===== src/design/cat_frequency_band_decoder_core_assert.svh =====
// Assertion macros for the band decoder core.
`ifndef CAT_FREQUENCY_BAND_DECODER_CORE_ASSERT_SVH
`define CAT_FREQUENCY_BAND_DECODER_CORE_ASSERT_SVH
`ifndef SYNTH
`define CFBD_ASSERT_PROP(label, clk, rst, prop, msg) \
   label: assert property (@(posedge clk) disable iff (rst) prop) else $error(msg);
`define CFBD_ASSERT_NEVER(label, clk, rst, expr, msg) \
   label: assert property (@(posedge clk) disable iff (rst) !(expr)) else $error(msg);
`else
`define CFBD_ASSERT_PROP(label, clk, rst, prop, msg)
`define CFBD_ASSERT_NEVER(label, clk, rst, expr, msg)
`endif
`endif


===== src/design/cfbd_pkg.sv =====
`default_nettype none

package cfbd_pkg;

   localparam int BAND_COUNT     = 5;
   localparam int SLOTS_PER_BAND = 16;
   localparam int LINE_LENGTH    = 64;

   localparam int BYTE_W  = 8;
   localparam int BAND_W  = 3;
   localparam int SLOT_W  = 4;
   localparam int MHZ_W   = 7;
   localparam int RELAY_W = 5;

   localparam int SLOT_AW     = (SLOTS_PER_BAND > 1) ? $clog2(SLOTS_PER_BAND) : 1;
   localparam int BAND_AW     = (BAND_COUNT > 1) ? $clog2(BAND_COUNT) : 1;
   localparam int TABLE_DEPTH = BAND_COUNT << SLOT_AW;
   localparam int TABLE_AW    = $clog2(TABLE_DEPTH);

   localparam int POS_W     = $clog2(LINE_LENGTH);
   localparam int HEAD_LEN  = 7;
   localparam int HEAD_AW   = 3;
   localparam int FRAME_LEN = 14;

   localparam logic [7:0] CHAR_F     = 8'h46;
   localparam logic [7:0] CHAR_A     = 8'h41;
   localparam logic [7:0] CHAR_0     = 8'h30;
   localparam logic [7:0] CHAR_9     = 8'h39;
   localparam logic [7:0] CHAR_SEMI  = 8'h3B;
   localparam logic [7:0] CHAR_PLUS  = 8'h2B;
   localparam logic [7:0] CHAR_MINUS = 8'h2D;
   localparam logic [7:0] CHAR_SPACE = 8'h20;
   localparam logic [7:0] CHAR_TAB   = 8'h09;
   localparam logic [7:0] CHAR_CR    = 8'h0D;

   localparam logic MODE_RADIO = 1'b0;
   localparam logic MODE_ENTRY = 1'b1;

   typedef struct packed {
      logic               message_done;
      logic [MHZ_W-1:0]   mhz;
      logic               band_found;
      logic [BAND_W-1:0]  band;
      logic               relay_change;
      logic [RELAY_W-1:0] relay_onehot;
   } result_type;

endpackage

`default_nettype wire


===== src/design/cfbd_ifs.sv =====
`default_nettype none

interface cfbd_req_if;
   logic                              valid;
   logic                              ready;
   logic                              mode;
   logic [cfbd_pkg::BYTE_W-1:0]       rx_byte;
   logic                              auto_selected;
   logic [cfbd_pkg::BAND_W-1:0]       entry_band;
   logic [cfbd_pkg::SLOT_W-1:0]       entry_slot;
   logic [cfbd_pkg::MHZ_W-1:0]        entry_mhz;
   logic                              entry_valid;

   modport source (output valid, mode, rx_byte, auto_selected, entry_band, entry_slot,
                   entry_mhz, entry_valid, input ready);
   modport sink   (input valid, mode, rx_byte, auto_selected, entry_band, entry_slot,
                   entry_mhz, entry_valid, output ready);
endinterface

interface cfbd_rsp_if;
   logic                              valid;
   logic                              ready;
   logic                              message_done;
   logic [cfbd_pkg::MHZ_W-1:0]        mhz;
   logic                              band_found;
   logic [cfbd_pkg::BAND_W-1:0]       band;
   logic                              relay_change;
   logic [cfbd_pkg::RELAY_W-1:0]      relay_onehot;

   modport source (output valid, message_done, mhz, band_found, band, relay_change,
                   relay_onehot, input ready);
   modport sink   (input valid, message_done, mhz, band_found, band, relay_change,
                   relay_onehot, output ready);
endinterface

`default_nettype wire


===== src/design/cat_frequency_band_decoder_core.sv =====
// Band decoder: watches radio bytes for "FA000mmdddddd;" reports, decodes the
// megahertz pair and, in auto mode, finds the first valid band table entry
// holding that value and drives a one-hot relay word when the band changes.
// One item is worked on at a time. Table writes and radio bytes that need no
// lookup have their result registered straight from the accepting cycle. A
// frame end with auto selected and a nonzero megahertz value scans the band
// table RAM one entry per cycle through its single read port, in band-major
// order, stopping at the first match or after all 80 entries. No item is taken
// while a result waits to be collected; the input is ready again in the cycle
// that result is collected.
`default_nettype none

`include "cat_frequency_band_decoder_core_assert.svh"

module cat_frequency_band_decoder_core (
   input wire logic clock,
   input wire logic reset,
   cfbd_req_if.sink   req_ch,
   cfbd_rsp_if.source rsp_ch
);

   localparam logic [1:0] ST_IDLE   = 2'd0;
   localparam logic [1:0] ST_SCAN   = 2'd1;
   localparam logic [1:0] ST_FINISH = 2'd2;

   logic [1:0]                          state_ff, state_in;
   logic [cfbd_pkg::POS_W-1:0]          pos_ff, pos_in;
   logic [7:0]                          head_ff [cfbd_pkg::HEAD_LEN];
   logic [7:0]                          head_in [cfbd_pkg::HEAD_LEN];
   logic [cfbd_pkg::TABLE_DEPTH-1:0]    valid_ff, valid_in;
   logic                                last_valid_ff, last_valid_in;
   logic [cfbd_pkg::BAND_W-1:0]         last_band_ff, last_band_in;
   logic [cfbd_pkg::MHZ_W-1:0]          mhz_ff, mhz_in;
   logic [cfbd_pkg::BAND_AW-1:0]        scan_band_ff, scan_band_in;
   logic [cfbd_pkg::SLOT_AW-1:0]        scan_slot_ff, scan_slot_in;
   logic                                issue_done_ff, issue_done_in;
   logic                                pend_ff, pend_in;
   logic                                pend_valid_ff, pend_valid_in;
   logic [cfbd_pkg::BAND_AW-1:0]        pend_band_ff, pend_band_in;
   logic                                found_ff, found_in;
   logic [cfbd_pkg::BAND_AW-1:0]        found_band_ff, found_band_in;
   logic                                rsp_valid_ff, rsp_valid_in;
   cfbd_pkg::result_type                rsp_data_ff, rsp_data_in;

   logic                                accept;
   logic                                rsp_free;
   logic [7:0]                          c;
   logic [cfbd_pkg::POS_W-1:0]          pos_base;
   logic [cfbd_pkg::POS_W-1:0]          pos_next;
   logic                                prefix_ok;
   logic                                frame_done;
   logic [cfbd_pkg::MHZ_W-1:0]          mhz_dec;
   logic                                entry_ok;
   logic [cfbd_pkg::TABLE_AW-1:0]       wr_addr;
   logic [cfbd_pkg::TABLE_AW-1:0]       rd_addr;
   logic                                wr_en;
   logic                                rd_en;
   logic [cfbd_pkg::MHZ_W-1:0]          rd_data;
   logic                                last_slot;
   logic                                last_band_slot;
   logic [cfbd_pkg::BAND_W-1:0]         fin_band;
   logic                                fin_change;

   function automatic logic is_digit(input logic [7:0] ch);
      return ch inside {[cfbd_pkg::CHAR_0:cfbd_pkg::CHAR_9]};
   endfunction

   function automatic logic [cfbd_pkg::MHZ_W-1:0] decode_two(input logic [7:0] a,
                                                            input logic [7:0] b);
      logic [3:0]                 av;
      logic [3:0]                 bv;
      logic [cfbd_pkg::MHZ_W-1:0] r;
      av = 4'(a - cfbd_pkg::CHAR_0);
      bv = 4'(b - cfbd_pkg::CHAR_0);
      r  = '0;
      if (a inside {cfbd_pkg::CHAR_SPACE, cfbd_pkg::CHAR_PLUS,
                    [cfbd_pkg::CHAR_TAB:cfbd_pkg::CHAR_CR]}) begin
         r = is_digit(b) ? cfbd_pkg::MHZ_W'(bv) : '0;
      end else if (a == cfbd_pkg::CHAR_MINUS) begin
         r = '0;
      end else if (is_digit(a)) begin
         r = is_digit(b) ?
             cfbd_pkg::MHZ_W'(cfbd_pkg::MHZ_W'(av) * 7'd10 + cfbd_pkg::MHZ_W'(bv)) :
             cfbd_pkg::MHZ_W'(av);
      end
      return r;
   endfunction

   assign rsp_free     = !rsp_valid_ff || rsp_ch.ready;
   assign req_ch.ready = (state_ff == ST_IDLE) && rsp_free;
   assign accept       = req_ch.valid && req_ch.ready;

   // radio byte parsing
   assign c          = req_ch.rx_byte;
   assign pos_base   = (c == cfbd_pkg::CHAR_F) ? '0 : pos_ff;
   assign pos_next   = (pos_base < cfbd_pkg::POS_W'(cfbd_pkg::LINE_LENGTH - 1)) ?
                       cfbd_pkg::POS_W'(pos_base + 1'b1) : '0;
   assign prefix_ok  = (head_ff[0] == cfbd_pkg::CHAR_F) && (head_ff[1] == cfbd_pkg::CHAR_A) &&
                       (head_ff[2] == cfbd_pkg::CHAR_0) && (head_ff[3] == cfbd_pkg::CHAR_0) &&
                       (head_ff[4] == cfbd_pkg::CHAR_0);
   assign frame_done = (c == cfbd_pkg::CHAR_SEMI) &&
                       (pos_next == cfbd_pkg::POS_W'(cfbd_pkg::FRAME_LEN));
   assign mhz_dec    = (frame_done && prefix_ok) ? decode_two(head_ff[5], head_ff[6]) : '0;

   // table write
   assign entry_ok = ({1'b0, req_ch.entry_band} < 4'(cfbd_pkg::BAND_COUNT)) &&
                     ({2'b00, req_ch.entry_slot} < 6'(cfbd_pkg::SLOTS_PER_BAND));
   assign wr_addr  = (cfbd_pkg::TABLE_AW'(req_ch.entry_band) << cfbd_pkg::SLOT_AW) |
                     cfbd_pkg::TABLE_AW'(req_ch.entry_slot);
   assign wr_en    = accept && (req_ch.mode == cfbd_pkg::MODE_ENTRY) && entry_ok;

   // table scan
   assign rd_addr        = cfbd_pkg::TABLE_AW'({scan_band_ff, scan_slot_ff});
   assign rd_en          = (state_ff == ST_SCAN) && !issue_done_ff;
   assign last_slot      = scan_slot_ff == cfbd_pkg::SLOT_AW'(cfbd_pkg::SLOTS_PER_BAND - 1);
   assign last_band_slot = last_slot &&
                           (scan_band_ff == cfbd_pkg::BAND_AW'(cfbd_pkg::BAND_COUNT - 1));

   assign fin_band   = found_ff ? cfbd_pkg::BAND_W'(found_band_ff) : '0;
   assign fin_change = found_ff && (!last_valid_ff || (last_band_ff != fin_band));

   cfbd_ram #(
      .WIDTH (cfbd_pkg::MHZ_W),
      .DEPTH (cfbd_pkg::TABLE_DEPTH)
   ) u_table (
      .clock   (clock),
      .wr_en   (wr_en),
      .wr_addr (wr_addr),
      .wr_data (req_ch.entry_mhz),
      .rd_en   (rd_en),
      .rd_addr (rd_addr),
      .rd_data (rd_data)
   );

   always_comb begin
      state_in      = state_ff;
      pos_in        = pos_ff;
      head_in       = head_ff;
      valid_in      = valid_ff;
      last_valid_in = last_valid_ff;
      last_band_in  = last_band_ff;
      mhz_in        = mhz_ff;
      scan_band_in  = scan_band_ff;
      scan_slot_in  = scan_slot_ff;
      issue_done_in = issue_done_ff;
      pend_in       = 1'b0;
      pend_valid_in = pend_valid_ff;
      pend_band_in  = pend_band_ff;
      found_in      = found_ff;
      found_band_in = found_band_ff;
      rsp_valid_in  = rsp_valid_ff && !rsp_ch.ready;
      rsp_data_in   = rsp_data_ff;

      case (state_ff)
         ST_IDLE: begin
            if (accept) begin
               if (req_ch.mode == cfbd_pkg::MODE_ENTRY) begin
                  if (entry_ok) begin
                     valid_in[wr_addr] = req_ch.entry_valid;
                  end
                  rsp_valid_in = 1'b1;
                  rsp_data_in  = '0;
               end else begin
                  if ((pos_base < cfbd_pkg::POS_W'(cfbd_pkg::LINE_LENGTH - 1)) &&
                      (pos_base < cfbd_pkg::POS_W'(cfbd_pkg::HEAD_LEN))) begin
                     head_in[pos_base[cfbd_pkg::HEAD_AW-1:0]] = c;
                  end
                  pos_in = frame_done ? '0 : pos_next;
                  if (!req_ch.auto_selected) begin
                     last_valid_in = 1'b0;
                  end
                  if (req_ch.auto_selected && (mhz_dec != '0)) begin
                     state_in      = ST_SCAN;
                     mhz_in        = mhz_dec;
                     scan_band_in  = '0;
                     scan_slot_in  = '0;
                     issue_done_in = 1'b0;
                  end else begin
                     rsp_valid_in              = 1'b1;
                     rsp_data_in               = '0;
                     rsp_data_in.message_done  = frame_done && prefix_ok;
                     rsp_data_in.mhz           = mhz_dec;
                  end
               end
            end
         end
         ST_SCAN: begin
            if (rd_en) begin
               pend_in       = 1'b1;
               pend_valid_in = valid_ff[rd_addr];
               pend_band_in  = scan_band_ff;
               if (last_band_slot) begin
                  issue_done_in = 1'b1;
               end else if (last_slot) begin
                  scan_slot_in = '0;
                  scan_band_in = cfbd_pkg::BAND_AW'(scan_band_ff + 1'b1);
               end else begin
                  scan_slot_in = cfbd_pkg::SLOT_AW'(scan_slot_ff + 1'b1);
               end
            end
            if (pend_ff && pend_valid_ff && (rd_data == mhz_ff)) begin
               found_in      = 1'b1;
               found_band_in = pend_band_ff;
               state_in      = ST_FINISH;
            end else if (issue_done_ff && !pend_ff) begin
               found_in = 1'b0;
               state_in = ST_FINISH;
            end
         end
         ST_FINISH: begin
            if (rsp_free) begin
               rsp_valid_in              = 1'b1;
               rsp_data_in.message_done  = 1'b1;
               rsp_data_in.mhz           = mhz_ff;
               rsp_data_in.band_found    = found_ff;
               rsp_data_in.band          = fin_band;
               rsp_data_in.relay_change  = fin_change;
               rsp_data_in.relay_onehot  =
                  (fin_change && (fin_band < 3'(cfbd_pkg::RELAY_W))) ?
                  cfbd_pkg::RELAY_W'(cfbd_pkg::RELAY_W'(1) << fin_band) : '0;
               if (fin_change) begin
                  last_valid_in = 1'b1;
                  last_band_in  = fin_band;
               end
               state_in = ST_IDLE;
            end
         end
         default: begin
            state_in = ST_IDLE;
         end
      endcase
   end

   always_ff @(posedge clock) begin
      if (reset) begin
         state_ff      <= ST_IDLE;
         pos_ff        <= '0;
         for (int i = 0; i < cfbd_pkg::HEAD_LEN; i++) begin
            head_ff[i] <= '0;
         end
         valid_ff      <= '0;
         last_valid_ff <= 1'b0;
         last_band_ff  <= '0;
         issue_done_ff <= 1'b0;
         pend_ff       <= 1'b0;
         rsp_valid_ff  <= 1'b0;
      end else begin
         state_ff      <= state_in;
         pos_ff        <= pos_in;
         head_ff       <= head_in;
         valid_ff      <= valid_in;
         last_valid_ff <= last_valid_in;
         last_band_ff  <= last_band_in;
         issue_done_ff <= issue_done_in;
         pend_ff       <= pend_in;
         rsp_valid_ff  <= rsp_valid_in;
      end
   end

   always_ff @(posedge clock) begin
      mhz_ff        <= mhz_in;
      scan_band_ff  <= scan_band_in;
      scan_slot_ff  <= scan_slot_in;
      pend_valid_ff <= pend_valid_in;
      pend_band_ff  <= pend_band_in;
      found_ff      <= found_in;
      found_band_ff <= found_band_in;
      rsp_data_ff   <= rsp_data_in;
   end

   assign rsp_ch.valid        = rsp_valid_ff;
   assign rsp_ch.message_done = rsp_data_ff.message_done;
   assign rsp_ch.mhz          = rsp_data_ff.mhz;
   assign rsp_ch.band_found   = rsp_data_ff.band_found;
   assign rsp_ch.band         = rsp_data_ff.band;
   assign rsp_ch.relay_change = rsp_data_ff.relay_change;
   assign rsp_ch.relay_onehot = rsp_data_ff.relay_onehot;

   `CFBD_ASSERT_PROP(a_entry_item_quiet, clock, reset,
      (accept && (req_ch.mode == cfbd_pkg::MODE_ENTRY)) |=>
      (rsp_ch.valid && !rsp_ch.message_done && !rsp_ch.band_found),
      "table write item gave a non-empty result")
   `CFBD_ASSERT_PROP(a_change_needs_match, clock, reset,
      (rsp_ch.valid && rsp_ch.relay_change) |->
      (rsp_ch.band_found && rsp_ch.message_done && (rsp_ch.mhz != '0)),
      "relay change without a matched frame")
   `CFBD_ASSERT_NEVER(a_relay_without_change, clock, reset,
      rsp_ch.valid && !rsp_ch.relay_change && (rsp_ch.relay_onehot != '0),
      "relays driven without a band change")
   `CFBD_ASSERT_PROP(a_scan_in_table, clock, reset,
      (state_ff == ST_SCAN) |->
      (scan_band_ff <= cfbd_pkg::BAND_AW'(cfbd_pkg::BAND_COUNT - 1)),
      "table scan ran past the last band")

endmodule

`default_nettype wire


===== src/design/cfbd_ram.sv =====
`default_nettype none

module cfbd_ram #(
   parameter int WIDTH = 8,
   parameter int DEPTH = 16
) (
   input  wire logic                                       clock,
   input  wire logic                                       wr_en,
   input  wire logic [((DEPTH > 1) ? $clog2(DEPTH) : 1)-1:0] wr_addr,
   input  wire logic [WIDTH-1:0]                           wr_data,
   input  wire logic                                       rd_en,
   input  wire logic [((DEPTH > 1) ? $clog2(DEPTH) : 1)-1:0] rd_addr,
   output      logic [WIDTH-1:0]                           rd_data
);

   logic [WIDTH-1:0] mem_ff [DEPTH];

   always_ff @(posedge clock) begin
      if (wr_en) begin
         mem_ff[wr_addr] <= wr_data;
      end
      if (rd_en) begin
         rd_data <= mem_ff[rd_addr];
      end
   end

endmodule

`default_nettype wire

===== src/flat_wrapper.sv =====
// flat-port wrapper written by rule: the top's interface ports become plain ports
module cat_frequency_band_decoder_core_flat 
  (clock, reset, req_ch_valid, req_ch_mode, req_ch_rx_byte, req_ch_auto_selected, req_ch_entry_band, req_ch_entry_slot, req_ch_entry_mhz, req_ch_entry_valid, req_ch_ready, rsp_ch_valid, rsp_ch_message_done, rsp_ch_mhz, rsp_ch_band_found, rsp_ch_band, rsp_ch_relay_change, rsp_ch_relay_onehot, rsp_ch_ready);
  cfbd_req_if req_ch_i ();
  cfbd_rsp_if rsp_ch_i ();
  input wire logic clock;
  input wire logic reset;
  input wire logic [$bits(req_ch_i.valid)-1:0] req_ch_valid;
  input wire logic [$bits(req_ch_i.mode)-1:0] req_ch_mode;
  input wire logic [$bits(req_ch_i.rx_byte)-1:0] req_ch_rx_byte;
  input wire logic [$bits(req_ch_i.auto_selected)-1:0] req_ch_auto_selected;
  input wire logic [$bits(req_ch_i.entry_band)-1:0] req_ch_entry_band;
  input wire logic [$bits(req_ch_i.entry_slot)-1:0] req_ch_entry_slot;
  input wire logic [$bits(req_ch_i.entry_mhz)-1:0] req_ch_entry_mhz;
  input wire logic [$bits(req_ch_i.entry_valid)-1:0] req_ch_entry_valid;
  output wire logic [$bits(req_ch_i.ready)-1:0] req_ch_ready;
  output wire logic [$bits(rsp_ch_i.valid)-1:0] rsp_ch_valid;
  output wire logic [$bits(rsp_ch_i.message_done)-1:0] rsp_ch_message_done;
  output wire logic [$bits(rsp_ch_i.mhz)-1:0] rsp_ch_mhz;
  output wire logic [$bits(rsp_ch_i.band_found)-1:0] rsp_ch_band_found;
  output wire logic [$bits(rsp_ch_i.band)-1:0] rsp_ch_band;
  output wire logic [$bits(rsp_ch_i.relay_change)-1:0] rsp_ch_relay_change;
  output wire logic [$bits(rsp_ch_i.relay_onehot)-1:0] rsp_ch_relay_onehot;
  input wire logic [$bits(rsp_ch_i.ready)-1:0] rsp_ch_ready;
  assign req_ch_i.valid = req_ch_valid;
  assign req_ch_i.mode = req_ch_mode;
  assign req_ch_i.rx_byte = req_ch_rx_byte;
  assign req_ch_i.auto_selected = req_ch_auto_selected;
  assign req_ch_i.entry_band = req_ch_entry_band;
  assign req_ch_i.entry_slot = req_ch_entry_slot;
  assign req_ch_i.entry_mhz = req_ch_entry_mhz;
  assign req_ch_i.entry_valid = req_ch_entry_valid;
  assign req_ch_ready = req_ch_i.ready;
  assign rsp_ch_valid = rsp_ch_i.valid;
  assign rsp_ch_message_done = rsp_ch_i.message_done;
  assign rsp_ch_mhz = rsp_ch_i.mhz;
  assign rsp_ch_band_found = rsp_ch_i.band_found;
  assign rsp_ch_band = rsp_ch_i.band;
  assign rsp_ch_relay_change = rsp_ch_i.relay_change;
  assign rsp_ch_relay_onehot = rsp_ch_i.relay_onehot;
  assign rsp_ch_i.ready = rsp_ch_ready;
  cat_frequency_band_decoder_core u_core (.clock(clock), .reset(reset), .req_ch(req_ch_i), .rsp_ch(rsp_ch_i));
endmodule

===== config.mk =====
export PLATFORM = sky130hd
export DESIGN_NAME = cat_frequency_band_decoder_core_flat
export DESIGN_NICKNAME = d
export VERILOG_FILES = /design/src/design/cfbd_pkg.sv /design/src/design/cfbd_ifs.sv /design/src/design/cat_frequency_band_decoder_core.sv /design/src/design/cfbd_ram.sv /design/src/flat_wrapper.sv
export VERILOG_INCLUDE_DIRS = /design/src /design/src/design
export SDC_FILE = /design/constraint.sdc
export NUM_CORES = 1
export LEC_CHECK = 0
export ABC_AREA = 1
export BUFFER_PORTS_ARGS = -buffer_cell sky130_fd_sc_hd__buf_2
export CAP_MARGIN = 20
export CORE_MARGIN = 2
export CORE_UTILIZATION = 35
export DETAILED_ROUTE_END_ITERATION = 8
export GPL_ROUTABILITY_DRIVEN = 0
export PLACE_DENSITY = 0.46
export SLEW_MARGIN = 20
export SYNTH_ARGS = -nofsm -noshare
export SYNTH_HDL_FRONTEND = slang
export SYNTH_SLANG_ARGS = --single-unit

===== constraint.sdc =====
create_clock -name clock -period 8.4 [get_ports clock]
set_input_delay 0.84 -clock clock [delete_from_list [all_inputs] [get_ports clock]]
set_output_delay 0.84 -clock clock [all_outputs]
set_load 0.02 [all_outputs]

==> results of run 1 <==
==> kinds of logic (layout without fill, tap and decap cells) <==
group / Yosys count / after routing / share of synthesized area, %
AO/OA/AOI/OAI: 915 / 915 / 16.0
buffers and inverters: 295 / 359 / 3.91
XOR/XNOR: 7 / 7 / 0.222
adder cells (fa/ha/maj): 12 / 12 / 0.534
AND/OR/NAND/NOR: 780 / 780 / 10.7
flip-flops: 758 / 758 / 68.6
==> cells in the final DEF (no fill, tap or decap), drive strengths merged <==
cell type / synthesis / final
or2: 1 / 1
a31oi: 7 / 7
o31ai: 1 / 1
xor2: 5 / 5
a21oi: 171 / 171
o32ai: 9 / 9
fa: 2 / 2
nor2: 550 / 550
xnor2: 2 / 2
nand3b: 2 / 2
ha: 10 / 10
a221oi: 4 / 4
buf: 40 / 74
o22ai: 163 / 163
o221ai: 17 / 17
o41ai: 1 / 1
bufinv: 0 / 10
clkbuf: 128 / 110
clkinv: 2 / 33
nor4: 5 / 5
a2111oi: 1 / 1
nor3b: 1 / 1
o21ai: 531 / 531
edfxtp: 607 / 607
nand4: 18 / 18
a221o: 1 / 1
dfxtp: 151 / 151
nand2: 128 / 128
nand3: 45 / 45
clkinvlp: 0 / 2
and2: 1 / 1
inv: 125 / 130
o21a: 1 / 1
and3: 1 / 1
nor3: 28 / 28
a211oi: 1 / 1
o211ai: 7 / 7
==> state kept, by name (all words and copies together) (netlist names), 4 cells and up <==
register,cells
u_core.u_table.mem_ff,560
u_core.valid_ff,80
u_core.head_ff,56
u_core.mhz_ff,7
u_core.rsp_ch.mhz,7
u_core.u_table.rd_data,7
u_core.pos_ff,6
u_core.rsp_ch.relay_onehot,5
u_core.scan_slot_ff,4
==> synth_stat cells, drive strengths merged (4+ instances only) <==
master,count,area share [%]
clkbuf,128,1.6
a21oi,171,2.8
dfxtp,151,9.8
inv,125,1.5
xor2,5,0.17
o221ai,17,0.48
o21ai,531,8.6
a31oi,7,0.14
nand2,128,1.6
nor2,550,6.8
o211ai,7,0.17
o22ai,163,3.3
nor4,5,0.10
ha,10,0.40
nor3,28,0.74
buf,40,0.82
o32ai,9,0.25
nand4,18,0.41
a221oi,4,0.11
edfxtp,607,59
nand3,45,0.84
==> layer usage <==
metal	vias up	GRT usage (%)	wire [um]
met4	0	5.18	1670
met1	10651	27.2	40400
li1	10021	-	-
met2	643	31.6	42300
met5	-	0	0
met3	101	2.91	5030
==> layout make-up <==
cell class	count	area (um^2)	area share, %
clock buffer	110	2330	6.66
timing repair buffer	74	505	1.44
clock inverter	48	513	1.46
tap	1165	1460	4.16
multi-input combinational	1714	8500	24.2
sequential	758	21300	60.6
inverter	127	490	1.40
==> path summary, 6_finish.rpt <==
check                         startpoint                         to  slack, ps
setup / recovery  u_core.scan_slot_ff[0]  u_core.u_table.rd_data[5]       4210
hold / removal    u_core.pend_band_ff[1]    u_core.found_band_ff[1]        410
setup reg to reg  u_core.scan_slot_ff[0]  u_core.u_table.rd_data[5]       4210
hold reg to reg   u_core.pend_band_ff[1]    u_core.found_band_ff[1]        410
==> power groups by stage <==
stage          Sequential, mW  Combinational, mW  Clock, mW
2_1_floorplan            4.15             0.0538          0
6_report                 4.07              0.152       3.78
3_5_place_dp             4.15              0.151          0
5_1_grt                  4.07              0.165       4.00
3_3_place_gp             4.15              0.149          0
4_1_cts                  4.07              0.151       3.85
==> per-stage QoR <==
step / setup WS, ps / std cells / hold slack [ps] / power (mW) / area (um^2)
4_1_cts: 4380 / 3992 / 404 / 8.07 / 35000
6_report: 4210 / 3996 / 408 / 7.99 / 35000
3_3_place_gp: 4350 / 3834 / 412 / 4.30 / 32100
3_5_place_dp: 4360 / 3834 / 408 / 4.30 / 32100
5_1_grt: 4020 / 3996 / 404 / 8.23 / 35000
2_1_floorplan: 4630 / 2767 / 400 / 4.20 / 31000
==> impl_metrics.ini, run 1 <==
[worst_setup_path]
crit_chain = buf_4 -> inv_8 -> buf_12 -> o21ai_0 -> o22ai_1 -> nor2_1 -> o32ai_1 -> o21ai_0 -> o22ai_1 -> o21a_1
cpLargestDelayFamily = compound AO/OA/AOI/OAI gates
critPathKind = reg -> reg
ff2ff_path_depth = 10
cp.arrival_ps = 4680
critPathMaxStageDelay_ps = 680
worstSetupStartpointType = flop
path_buf_inv = 3
endpoint_kind = flop
cp_data_required_time_ps = 8890
cp_max_fo = 216
crit_slowest_cell = o32ai_1
cp.depth = 10

[timing]
hold_viol_final = 0
max_freq_mhz = 239
rsz0062_at_grt = false
skew_ps = 15.4
tightest_slew_ps = 1130
slew_headroom_pct = 24.7
timing.final.crit_share_pct = 49.8
setup_tns_ps = 0
period_minus_slack_ps = 4190
maxSlewViolCount = 0
finalSetupViolCount = 0

[power_and_ir_drop]
p_per_area_nw_per_um2 = 228
ir_worst_vdd_v = 0.000173
comb_power_share_pct = 1.9
p_sw_share_pct = 20.5
power.share.clock_pct = 47.2
seqPwrFrac_pct = 50.9
internal-power_mw = 6.36
p_leak_nw = 11.6
p_sw_mw = 1.63

[detailed_routing]
ant_nets = 0
drc = 0
totalWireLength_mm = 89.3
drtPass1Iterations = 8
viasPerCell = 5.36
vias = 21416
wl_per_cell_um = 22.3
drtIter0Drc = 1971

[clock_network]
cts_hold_buf = 0
clk_path_buf_depth = 3
cts-root-buf = clkbuf_16
path_clk_slew_ps = 60
htree_levels = 3
cts.repair.resized = 0
clock_latency_ps = 630
cts_tree = done
cts_setup_buffers = 0
numCtsBuffers = 84
cts_sinks = 758

[floorplan]
start_util_pct = 35.2
ios = 49
std_cell_rows = 109
die_h_um = 301
dieArea_um2 = 90800
core_um2 = 88000
die_x_um = 301

[global_routing]
grtUsageTotal_pct = 19.5
first_global_vias = 20874
grt_antenna_before_repair = 4
grt_pass1_wl_mm = 133
grt.overflow.total = 0
grt_max_degree = 217

[logic_synthesis]
ys_warn_count = 0
synth_flop_cell = edfxtp_1
netlist_area_um2 = 31000
avgSynthCellArea_um2 = 11.2
ys_types = 50
async_flop_share_pct = 0
ys_seq_area_share_pct = 68.6
synth-seq-cells = 758
synth_edf_count = 607
synth.net_count = 2808
netlist_instances = 2767

[place]
io_buffers = 48
place_hpwl_mm = 52.6

[worst_hold_path]
hold_path.class = reg -> reg
whs_path_depth = 0

[cells_and_area]
final_core_util_pct = 39.8
fillers = 8314
finalNetCount = 2800
syn2layout_area_growth_pct = 13.2
drive_gt1_share_pct = 9.01
num_antenna_cells = 0

[flow_run]
maxCapViolCount = 0

[run_status]
status = finished, final reports clean
(Power assumes the default switching activity.)
==> run 2, diff against run 1 <==
PLACE_DENSITY = 0.48   (was 0.46)
clock period = 3.8 ns   (was 8.4 ns; I/O delays follow)
==> impl_metrics.ini, run 2 (synthesis results as in run 1) <==
[clock_network]
cts-root-buf = clkbuf_16
clock_latency_ps = 630
numCtsBuffers = 82
cts.repair.resized = 0
cts_tree = done
htree_levels = 3
cts_setup_buffers = 0
path_clk_slew_ps = 60
clk_path_buf_depth = 3
cts_sinks = 758
cts_hold_buf = 0

[floorplan]
core_um2 = 88000
start_util_pct = 35.2
std_cell_rows = 109
ios = 49
dieArea_um2 = 90800
die_x_um = 301
die_h_um = 301

[timing]
skew_ps = 27.2
finalSetupViolCount = 0
hold_viol_final = 0
period_minus_slack_ps = 3330
slew_headroom_pct = 27.7
finalHoldWorstSlack_ps = 99.0
timing.final.crit_share_pct = 87.7
rsz0062_at_grt = false
maxSlewViolCount = 0
setup_tns_ps = 0
tightest_slew_ps = 1080
max_freq_mhz = 300

[place]
io_buffers = 48
dp_cells = 3921
place_hpwl_mm = 54.2

[power_and_ir_drop]
p_sw_share_pct = 20.6
p_leak_nw = 12.0
power.share.clock_pct = 46.0
p_sw_mw = 3.56
ir_worst_vdd_v = 0.000325
seqPwrFrac_pct = 52.0
internal-power_mw = 13.7
p_per_area_nw_per_um2 = 485
comb_power_share_pct = 2.0

[global_routing]
first_global_vias = 21407
grtUsageTotal_pct = 19.7
grt_max_degree = 100
grt_pass1_wl_mm = 135
grt.overflow.total = 0
grt_antenna_before_repair = 0

[worst_setup_path]
critPathMaxStageDelay_ps = 490
worstSetupStartpointType = flop
endpoint_kind = flop
cp_data_required_time_ps = 4100
cp.arrival_ps = 3640
r2r-start = u_core.head_ff[11]
crit_slowest_cell = dfxtp_1
r2r_slack_ps = 470
cp_max_fo = 18
critPathKind = reg -> reg
crit_chain = ha_1 -> ha_1 -> inv_1 -> fa_1 -> nor2_1 -> nand3_1 -> nand3_1 -> a21oi_1 -> o41ai_1 -> nand2_2 -> nand3_2 -> o21ai_1 -> nor2_1 -> buf_4
startpoint = u_core.head_ff[11]

[detailed_routing]
vias = 21941
drtPass1Iterations = 6
wl_per_cell_um = 22.1
totalWireLength_mm = 90.1
drc = 0
viasPerCell = 5.39
ant_nets = 0
drtIter0Drc = 2331

[cells_and_area]
finalNetCount = 2881
multiInputGateArea_um2 = 8490
final_cell_mix = 607 x edfxtp_1, 540 x nor2_1, 503 x o21ai_0
top_register = u_core.u_table.mem_ff
largestRegisters = u_core.u_table.mem_ff (560), u_core.valid_ff (80), u_core.head_ff (56)
final_common_cell = edfxtp_1
final_core_util_pct = 40.5
num_antenna_cells = 0
ff_latch_area_um2 = 21300
largest_reg_flops = 560
syn2layout_area_growth_pct = 15.0
fillers = 8382
layoutNonFillerInstCount = 4072
drive_gt1_share_pct = 11.5

[run_status]
status = finished, final reports clean

[flow_run]
maxCapViolCount = 0

[worst_hold_path]
hp-start = req_ch_rx_byte[4]
hold_path.class = in -> reg
-- run 2: cell types whose count changed in the layout (fill, tap and decap cells not counted), sizes merged --
cell,delta
buf,+83
bufinv,-4
clkbuf,+4
clkinv,-4
inv,-2
clkinvlp,-1
-- run 2: worst paths after layout --
path / end / cells after the start
setup / recovery: u_core.rsp_ch.band[2] / 14
hold / removal: u_core.head_ff[44] / 3
setup reg to reg: u_core.rsp_ch.band[2] / 14
hold reg to reg: u_core.found_band_ff[1] / 0
-- run 2: power groups by stage --
stage	clock [mW]	combinational, mW	sequential (mW)
global placement	0	0.340	9.16
finish	7.95	0.344	8.99
floorplan	0	0.119	9.17
detailed placement	0	0.347	9.16
CTS	8.13	0.347	8.99
global route	8.46	0.373	8.98
-- run 2: final cells by class --
cell class                 instances  share of cell area (%)
multi-input combinational       1714                    23.9
inverter                         127                    1.38
sequential                       758                    59.7
clock buffer                     114                    6.52
timing repair buffer             157                    3.46
clock inverter                    37                    1.00
tap                             1165                    4.09
-- run 2: routing by layer --
layer / vias up / routed length, um / GRT usage, %
met5: - / 0 / 0
met4: 0 / 2600 / 6.75
met3: 161 / 5880 / 3.75
met2: 737 / 41500 / 31.1
met1: 10845 / 40100 / 27.3
li1: 10198 / - / -
-- run 2: metrics by stage --
stage | worst slack (ps) | instance area (um^2) | power, mW
detailed placement | 348 | 32900 | 9.51
global route | 169 | 35600 | 17.8
global placement | 387 | 32900 | 9.50
finish | 466 | 35600 | 17.3
floorplan | 335 | 31000 | 9.29
CTS | 455 | 35600 | 17.5
-- run 2: critical path, delay by kind of cell (launching register included) --
family                   cells  cell delay [ps]
AO/OA/AOI/OAI                3              540
flip-flops                   1              490
buffers and inverters        2              320
adder cells (fa/ha/maj)      3              940
AND/OR/NAND/NOR              6              720
==> run 3, diff against run 2 <==
CORE_UTILIZATION = 40   (was 35)
PLACE_DENSITY = 0.54   (was 0.48)
==> impl_metrics.ini, run 3 (synthesis results as in run 1) <==
[flow_run]
maxCapViolCount = 0

[cells_and_area]
final_cell_mix = 607 x edfxtp_1, 540 x nor2_1, 503 x o21ai_0
largestRegisters = u_core.u_table.mem_ff (560), u_core.valid_ff (80), u_core.head_ff (56)
multiInputGateArea_um2 = 8490
finalNetCount = 2879
final_area_um2 = 35400
syn2layout_area_growth_pct = 14.4
ff_latch_area_um2 = 21300
num_antenna_cells = 0
fillers = 7087
drive_gt1_share_pct = 11.3
largest_reg_flops = 560
top_register = u_core.u_table.mem_ff
final_core_util_pct = 45.9
final_common_cell = edfxtp_1

[worst_setup_path]
crit_slowest_cell = dfxtp_1
cp_max_fo = 18
cp.arrival_ps = 3680
crit_chain = ha_1 -> ha_1 -> inv_1 -> fa_1 -> nor2_1 -> nand3_1 -> nand3_1 -> a21oi_1 -> o41ai_1 -> nand2_2 -> nand3_2 -> o21ai_1 -> nor2_1 -> buf_4
critPathKind = reg -> reg
endpoint_kind = flop
cp_data_required_time_ps = 4120
worstSetupStartpointType = flop
critPathMaxStageDelay_ps = 500

[place]
io_buffers = 48
place_hpwl_mm = 53.6
pre_cts_slack_ps = 399
placed_area_um2 = 32700

[timing]
slew_headroom_pct = 24.7
hold_viol_final = 0
worst_slack_ps = 443
setup_tns_ps = 0
period_minus_slack_ps = 3360
maxSlewViolCount = 0
max_freq_mhz = 298
timing.final.crit_share_pct = 88.3
rsz0062_at_grt = false
skew_ps = 21.9
tightest_slew_ps = 1130
finalSetupViolCount = 0

[clock_network]
cts_hold_buf = 0
clk_path_buf_depth = 3
cts_sinks = 758
clock_latency_ps = 640
cts.repair.resized = 0
htree_levels = 3
numCtsBuffers = 82
path_clk_slew_ps = 60
cts-root-buf = clkbuf_16
cts_setup_buffers = 0
cts_tree = done

[global_routing]
first_global_vias = 21349
grt_max_degree = 82
grt_pass1_wl_mm = 131
grt.overflow.total = 0
grt_antenna_before_repair = 3
grtUsageTotal_pct = 21.8

[floorplan]
std_cell_rows = 102
die_x_um = 282
start_util_pct = 40.2
ios = 49
core_um2 = 77100
dieArea_um2 = 79600
die_h_um = 282

[run_status]
status = finished, final reports clean

[detailed_routing]
totalWireLength_mm = 87.3
drtIter0Drc = 2213
wl_per_cell_um = 22.1
viasPerCell = 5.58
ant_nets = 0
drc = 0
drtPass1Iterations = 5
vias = 22040

[power_and_ir_drop]
p_per_area_nw_per_um2 = 484
p_leak_nw = 12.0
ir_worst_vdd_v = 0.000307

[worst_hold_path]
hold_path.class = in -> reg
==> run 3: path summary, 6_finish.rpt <==
kind         slack [ps]                       to  cells after the start                   start
max                 440     u_core.rsp_ch.mhz[0]                     14      u_core.head_ff[11]
min                  70       u_core.head_ff[20]                      3       req_ch_rx_byte[4]
max reg2reg         440     u_core.rsp_ch.mhz[0]                     14      u_core.head_ff[11]
min reg2reg         410  u_core.found_band_ff[1]                      0  u_core.pend_band_ff[1]
==> run 3: worst max-delay path, delay by kind of cell (launching register included) <==
family / cells / cell delay [ps]
flip-flops: 1 / 500
AO/OA/AOI/OAI: 3 / 540
adder cells (fa/ha/maj): 3 / 950
buffers and inverters: 2 / 320
AND/OR/NAND/NOR: 6 / 730
==> run 3: stage by stage <==
| step | hold WS (ps) | power [mW] | instances |
|---|---|---|---|
| floorplan | 400 | 9.29 | 2767 |
| global route | 85.2 | 17.6 | 3948 |
| detailed placement | 411 | 9.51 | 3794 |
| global placement | 408 | 9.50 | 3794 |
| finish | 72.9 | 17.2 | 3948 |
| CTS | 37.9 | 17.3 | 3948 |
==> run 3: layer usage <==
layer  share of wire (%)  GRT usage (%)
met1                  44           30.3
met2                  47           35.2
met3                 6.7           3.31
met4                 2.6           7.00
met5               0.034              0
==> run 3: cell type report <==
type	count	share of cell area, %
clock buffers	113	6.63
repair buffers	155	3.39
multi-input cells	1714	24.0
flip-flops and latches	758	60.0
well taps	1040	3.68
inverters	127	1.39
clock inverters	41	0.912
==> run 3: power by group <==
part	total [mW]	switching, mW	internal (mW)
combinational	0.348	0.286	0.0618
clock	7.82	3.27	4.54
sequential	8.99	0.0150	8.97
total	17.2	3.58	13.6
